File: src/rtl/oaht_pkg.sv
`timescale 1ns / 1ps
// ----------------------------------------------------------------------------
// oaht_pkg
// Shared types and register codes for the open addressing hash table.
// ----------------------------------------------------------------------------
package oaht_pkg;

    localparam int unsigned HashMult = 151;

    // register indexes
    localparam logic [1:0] RegHashMode  = 2'd0;
    localparam logic [1:0] RegProbeMode = 2'd1;
    localparam logic [1:0] RegSlotsUsed = 2'd2;

    // probe schemes
    localparam logic [1:0] ProbeLinear   = 2'd0;
    localparam logic [1:0] ProbeQuad     = 2'd1;
    localparam logic [1:0] ProbeOverflow = 2'd2;

    // request operations
    localparam logic OpInsert = 1'b0;
    localparam logic OpQuery  = 1'b1;

    typedef struct packed {
        logic        op;
        logic [63:0] key;
        logic [3:0]  key_length;
        logic [31:0] value;
    } t_req;

    typedef struct packed {
        logic        ok;
        logic [31:0] data_out;
        logic [9:0]  slot;
    } t_rsp;

endpackage

File: src/rtl/oaht_hash.sv
`timescale 1ns / 1ps
// ----------------------------------------------------------------------------
// oaht_hash
// Character-serial hash: each character is folded in, then reduced modulo m before the next.
// ----------------------------------------------------------------------------
module oaht_hash #(
    parameter int unsigned KEY_CHARS = 8,
    parameter int unsigned AW        = 10
) (
    input  logic          i_clk,
    input  logic          i_rst_n,
    input  logic          i_start,
    input  logic          i_mult,
    input  logic [63:0]   i_key,
    input  logic [3:0]    i_len,
    input  logic [AW:0]   i_mod,
    output logic          o_done,
    output logic [AW-1:0] o_hash
);
    // h < m, c < 256 => h*151+c < 151*m+256; reduce by successive subtraction
    localparam int unsigned PW = AW + 10;

    typedef enum logic [1:0] {S_IDLE, S_MUL, S_RED} t_state;

    t_state         r_state;
    logic [AW:0]    r_h;
    logic [PW-1:0]  r_acc;
    logic [3:0]     r_idx;
    logic [3:0]     r_len;
    logic [63:0]    r_key;
    logic [PW-1:0]  r_sub;
    logic           r_mult;
    logic [3:0]     r_shift;
    logic [7:0]     w_char;

    assign w_char = r_key[8 * r_idx[2:0] +: 8];
    assign o_hash = r_h[AW-1:0];

    // shift-subtract reduction: subtract m<<k for k from 8 down to 0
    always_ff @(posedge i_clk) begin
        if (!i_rst_n) begin
            r_state <= S_IDLE;
            o_done  <= 1'b0;
        end else begin
            o_done <= 1'b0;
            unique case (r_state)
                S_IDLE: begin
                    if (i_start) begin
                        r_h    <= '0;
                        r_idx  <= '0;
                        r_key  <= i_key;
                        r_mult <= i_mult;
                        r_len  <= (i_len > 4'(KEY_CHARS)) ? 4'(KEY_CHARS) : i_len;
                        r_state <= S_MUL;
                    end
                end
                S_MUL: begin
                    if (r_idx == r_len) begin
                        o_done  <= 1'b1;
                        r_state <= S_IDLE;
                    end else begin
                        if (r_mult)
                            r_acc <= PW'(r_h) * PW'(oaht_pkg::HashMult) + PW'(w_char);
                        else
                            r_acc <= PW'(r_h) + PW'(w_char);
                        r_sub   <= PW'(i_mod) << 8;
                        r_shift <= 4'd8;
                        r_idx   <= r_idx + 4'd1;
                        r_state <= S_RED;
                    end
                end
                S_RED: begin
                    if (r_acc >= r_sub)
                        r_acc <= r_acc - r_sub;
                    if (r_shift == 4'd0) begin
                        r_h     <= (r_acc >= r_sub) ? (AW+1)'(r_acc - r_sub)
                                                    : (AW+1)'(r_acc);
                        r_state <= S_MUL;
                    end else begin
                        r_sub   <= r_sub >> 1;
                        r_shift <= r_shift - 4'd1;
                    end
                end
                default: r_state <= S_IDLE;
            endcase
        end
    end
endmodule

File: config.mk
export PLATFORM = sky130hd
export DESIGN_NAME = oaht_hash
export DESIGN_NICKNAME = d
export VERILOG_FILES = /design/src/rtl/oaht_pkg.sv /design/src/rtl/oaht_hash.sv
export SDC_FILE = /design/constraint.sdc
export NUM_CORES = 1
export LEC_CHECK = 0
export ABC_AREA = 0
export BUFFER_PORTS_ARGS = -buffer_cell sky130_fd_sc_hd__buf_4
export CORE_MARGIN = 2
export CORE_UTILIZATION = 25
export DETAILED_ROUTE_END_ITERATION = 8
export HOLD_SLACK_MARGIN = 0.12
export SLEW_MARGIN = 25
export SYNTH_ARGS = -nofsm -noshare
export SYNTH_HDL_FRONTEND = slang
export SYNTH_SLANG_ARGS = --single-unit
File: constraint.sdc
create_clock -name i_clk -period 11.25 [get_ports i_clk]
set_input_delay 3.375 -clock i_clk [delete_from_list [all_inputs] [get_ports i_clk]]
set_output_delay 3.375 -clock i_clk [all_outputs]
set_load 0.01 [all_outputs]
# After elaboration in Yosys (flattened, before gate mapping)
# Index checks and enable logic that the tools add are counted.
totals:
  regBits: 131
  latch_bits: 0
  mem_bits_rw: 0
  romBits: 0
  inputBits: 83
  out_inout_bits: 11
  n_memories: 0
classes:
  addsub: 5
  multipliers: 1
  n_div: 0
  n_lt_le_gt_ge: 2
  eq_ne: 8
  shifts: 1
  muxes: 22
  bitwise_logic: 0
  n_reduce_logical: 12
ops:
  columns: ["operator", "count"]
  rows:
  - ["$mux 20", 5]
  - ["$pmux 20 s2", 2]
  - ["$shiftx 64x7->8", 1]
  - ["$mux 11", 3]
  - ["$pmux 11 s2", 1]
  - ["$add 19x8->20", 1]
  - ["$ge 20x20->1", 1]
  - ["$sub 20x20->20", 1]
  - ["$mul 11x8->19 const B", 1]
  - ["$mux 4", 4]
  - ["$pmux 4 s2", 2]
  - ["$reduce_and 4->1", 4]
  - ["$add 11x8->12", 1]
  - ["$ne 2x2->1 const B", 5]
  - ["$mux 2", 3]
  - ["$pmux 2 s3", 1]
  - ["$reduce_bool 2->1", 3]
  - ["$add 4x1->4 const B", 1]
  - ["$eq 4x4->1", 1]
  - ["$gt 4x4->1 const B", 1]
  - ["$logic_not 4->1", 1]
  - ["$reduce_and 2->1", 2]
  - ["$sub 4x1->4 const B", 1]
  - ["$reduce_and 3->1", 1]
  - ["4 further kinds", 4]

# Longest topological paths before layout
logic_depth:
  depth_word: 5
  depth_mapped: 21

# Worst setup path after synthesis
# OpenSTA, ideal clock, no wires.
synth_path:
  path_type: "input to register"
  from: "input i_start"
  to: "register r_key[0], enable pin"
  setup_time_ns: 0.435
  t_arrival_ns: 5.192
  required_time_ns: 10.815
  slack_ns: 5.623
  path_stages: 2
  path_buffers: 0
  path_cell_list: "nor2b_1 > and3b_1"
synth_between:
  elab_chain_cells: 1
synth_rtl:
  columns: ["element", "line_no", "text"]
  rows:
  - ["start: declaration", "oaht_hash.sv:12", "input logic i_start,"]
  - ["$reduce_and 3->1 (no line)", null, null]
  - ["end signal: assignment", "oaht_hash.sv:51", "r_key <= i_key;"]
  - ["end: declaration", "oaht_hash.sv:30", "logic [63:0] r_key;"]
# No other way between the ends.
# A chain may end at the register's enable or synchronous reset.

# Worst setup path in the final report
layout_path:
  from: "register r_idx[1]"
  to: "register r_acc[15], data pin"
layout_between:
  elab_chain_cells: 5
layout_rtl:
  columns: ["element", "line_no", "text"]
  rows:
  - ["start: declaration", "oaht_hash.sv:28", "logic [3:0] r_idx;"]
  - ["start signal: assignment", "oaht_hash.sv:68", "r_idx <= r_idx + 4'd1;"]
  - ["$shiftx 64x7->8", "oaht_hash.sv:36", "assign w_char = r_key[8 * r_idx[2:0] +: 8];"]
  - ["$add 19x8->20", "oaht_hash.sv:63", "r_acc <= PW'(r_h) * PW'(oaht_pkg::HashMult) + PW'(w_char);"]
  - ["$mux 20", "oaht_hash.sv:62", "if (r_mult)"]
  - ["$mux 20", "oaht_hash.sv:58", "if (r_idx == r_len) begin"]
  - ["$pmux 20 s2", "oaht_hash.sv:46", "unique case (r_state)"]
  - ["end signal: assignment", "oaht_hash.sv:63", null]
  - ["end signal: assignment", "oaht_hash.sv:65", "r_acc <= PW'(r_h) + PW'(w_char);"]
  - ["end signal: assignment", "oaht_hash.sv:74", "r_acc <= r_acc - r_sub;"]
  - ["end: declaration", "oaht_hash.sv:27", "logic [PW-1:0] r_acc;"]
# No other way between the ends. The select of a mux whose other input is x is not followed.

==> out/qor.txt <==
outcome: finished, final reports clean
relative slew slack: 44.1%
Layout Cells excl Fill: 1,334
Leak: 4.39 nW
antenna viol nets, final: 0
Setup Buffers After CTS: 0
Synth warnings: 0
clock period minus worst slack: 5610 ps
Worst setup SP type: flip-flop
H-tree Lvls: 4
Peak Freq: 178 MHz
Logic pwr share: 36.5%
Die ar.: 37,000 um^2
Power Density: 167 nW/um^2
Placer Congestion: 0.814
Final Power: 1.77 mW
Bufs and invs on worst path: 4
top sig layer: met4
Most used DFF post-synth: edfxtp_1
most frequent CP cell: inv_1
Hold/Removal Path Class: flip-flop to flip-flop
CP max FO: 19
mapped cell area: 8860 um^2
Worst EP required: 11,410 ps
Final nets: 1,064
EDFF count, synth: 127
RSZ-0062 raised after global routing: false
Die Span X: 192 um
DRT Wirelength: 19,200 um
CTS max path bufs: 2
Die Ht: 192 um
vias in the first global route: 6,156
part of the Yosys area used for sequential elements: 43.7%
hpwl dp: 14,600 um
post-CTS sizing: 0
DR vias/cell: 4.45
Post-CTS Hold Buffers: 0
footprint of the multi-input gates: 4430 um^2
worst-path cell chain: mux4_2 -> mux2i_1 -> fa_1 -> inv_1 -> ha_1 -> ha_1 -> inv_1 -> fa_1 -> inv_1 -> ha_1 -> inv_1 -> fa_1 -> nor2b_1 -> o31a_1 -> nor4_2 -> o31ai_1 -> o31ai_1 -> xnor2_1 -> a221o_1
reg2reg setup slack: 5640 ps
share of power burned in registers: 33.9%
Synth top area share: 43.0%
CP Capture Type: flip-flop
Syn Nets: 980
wire length per cell: 14.4 um
layout cell share with drive strength beyond 1: 19.0%
Reg-to-Reg Start: r_idx[1]
total grt overflow: 0
Ports: 94
Sw Ratio: 32.6%
sink of the worst hold path: r_sub[5]
Initial DRT Pass Iterations: 5
Synth area leaders: edfxtp_1, ha_1, fa_1, inv_1, mux4_2
Placed Cells: 1,303
Worst path slowest cell: edfxtp_1
CP Data Arrival Time: 5780 ps
max cap viols: 0
P&R area growth vs syn: 19.3%
clock-pin slew on the worst setup and hold paths: 60 ps
P_int: 1.19 mW
met2 wire len: 8320 um
synthesized area per cell: 11.3 um^2
VDD IR max: 112 uV
detailed-route DRC error count: 0
Final Hold Fails: 0
count of unique library cells instantiated by Yosys: 67
first-pass GRT wire length: 31,700 um
largest net degree at the start of global routing: 70
Clock Root Buffer: clkbuf_16
Starting Density: 25.5%
async set or reset register ratio after synthesis: 0%
CTS Buf Count: 17
initial antenna violation count: 0
ratio of final minimum period to clock period: 49.9%
Fin Setup TNS: 0 ps
peak per-stage delay on the critical path: 890 ps
ant diodes: 0
CP Depth: 19
TritonCTS clock tree: done
Clock Power Share: 29.6%
Post-Route M1 WL: 9500 um
Worst Tran Pin Value: 838 ps
clock skew: 11.8 ps
synthesized instance count: 783
post-synth top area cell: edfxtp_1
Core ar.: 34,700 um^2
Buffers on Ports: 93
hold path start: r_sub[6]
DR iter-0 viols: 336
kind of critical path: flip-flop to flip-flop
Psw: 0.576 mW
Vias: 5,942
register area: 3870 um^2
Post-synth top cells: edfxtp_1, inv_1, ha_1
Hold Path Stages: 2
clk sink count: 130
DR WL met3: 1130 um
clk_lat worst skew: 420 ps
std cell rows: 68
RR Endpoint: r_acc[15]
# fillers: 3,548
Final setup violation count: 0
top-count cell post-synth: edfxtp_1
r2r worst-path depth: 19
GRT Resource Usage Total: 11.1%
Max Transition Viols Final: 0
post-synthesis register bit count: 130
crit-path leading delay family: adder cells
flip-flops by register name, indices dropped and copies added (netlist names):
name and flops:
r_idx 4, r_state 2, r_h 11, r_shift 4, r_key 64, r_mult 1
r_sub 19, r_acc 20, r_len 4, o_done 1
worst reg2reg max path: cells and delay by family, from the launching register on:
kind,cells,cell delay (ps)
mux,2,690
fa+ha+maj,6,2010
buf+inv,4,240
flops,1,890
compound gates,4,1140
xor+xnor,1,150
simple gates,2,240
power groups by stage:
| stage | Sequential, mW | Combinational (mW) | Clock [mW] |
|---|---|---|---|
| 2_1_floorplan | 0.598 | 0.503 | 0 |
| 3_3_place_gp | 0.608 | 0.638 | 0 |
| 3_5_place_dp | 0.609 | 0.646 | 0 |
| 4_1_cts | 0.599 | 0.650 | 0.534 |
| 5_1_grt | 0.602 | 0.744 | 0.551 |
| 6_report | 0.598 | 0.645 | 0.523 |
area by class of cell:
| type | count | share of cell area (%) |
|---|---|---|
| Clock buffer | 20 | 4.13 |
| Clock inverter | 11 | 1.09 |
| Inverter | 107 | 3.80 |
| Multi-Input combinational cell | 512 | 41.9 |
| Sequential cell | 130 | 36.6 |
| Tap cell | 455 | 5.39 |
| Timing Repair Buffer | 99 | 7.03 |
stage by stage:
stage	utilization, %	setup slack [ps]	hold WS [ps]	cell area [um^2]
2_1_floorplan	-	5620	502	8860
3_3_place_gp	28.8	5670	570	10000
3_5_place_dp	28.8	5620	569	10000
5_1_grt	30.4	5280	608	10600
6_report	30.4	5640	570	10600
4_1_cts	30.4	5600	577	10600
layer usage:
layer,track usage [%],up-vias
met1,15.5,2819
li1,-,2944
met3,3.00,21
met2,16.8,158
met4,2.99,0
met5,0,-
kinds of logic (layout without fill, tap and decap cells):
group | after synthesis | after routing | share of synthesized area, %
and+or+nand+nor | 180 | 180 | 9.86
muxes | 38 | 38 | 6.62
buffers and inverters | 141 | 237 | 6.52
AOI/OAI and AO/OA | 144 | 144 | 10.8
xor gates and xnor gates | 36 | 36 | 3.56
DFF | 130 | 130 | 43.7
adders and majority gates | 114 | 114 | 18.9
worst max-delay path by stage:
stage / startpoint / endpoint / slack [ps]
3_3_place_gp: r_idx[1] / r_acc[15] / 5670
5_1_grt: r_idx[1] / r_acc[15] / 5280
2_1_floorplan: i_start / r_key[0] / 5620
4_1_cts: r_idx[1] / r_acc[15] / 5600
6_report: r_idx[1] / r_acc[15] / 5640
3_5_place_dp: r_idx[1] / r_acc[15] / 5620
layout by cell type (no fill, tap or decap), drive strengths merged, types with 16 or more instances in the layout:
cell type,n
a21oi,33
buf,99
clkbuf,20
edfxtp,127
fa,33
ha,81
inv,107
mux2i,17
mux4,16
nand2,41
nor2,62
o21ai,36
xnor2,22
(Power assumes the default switching activity.)
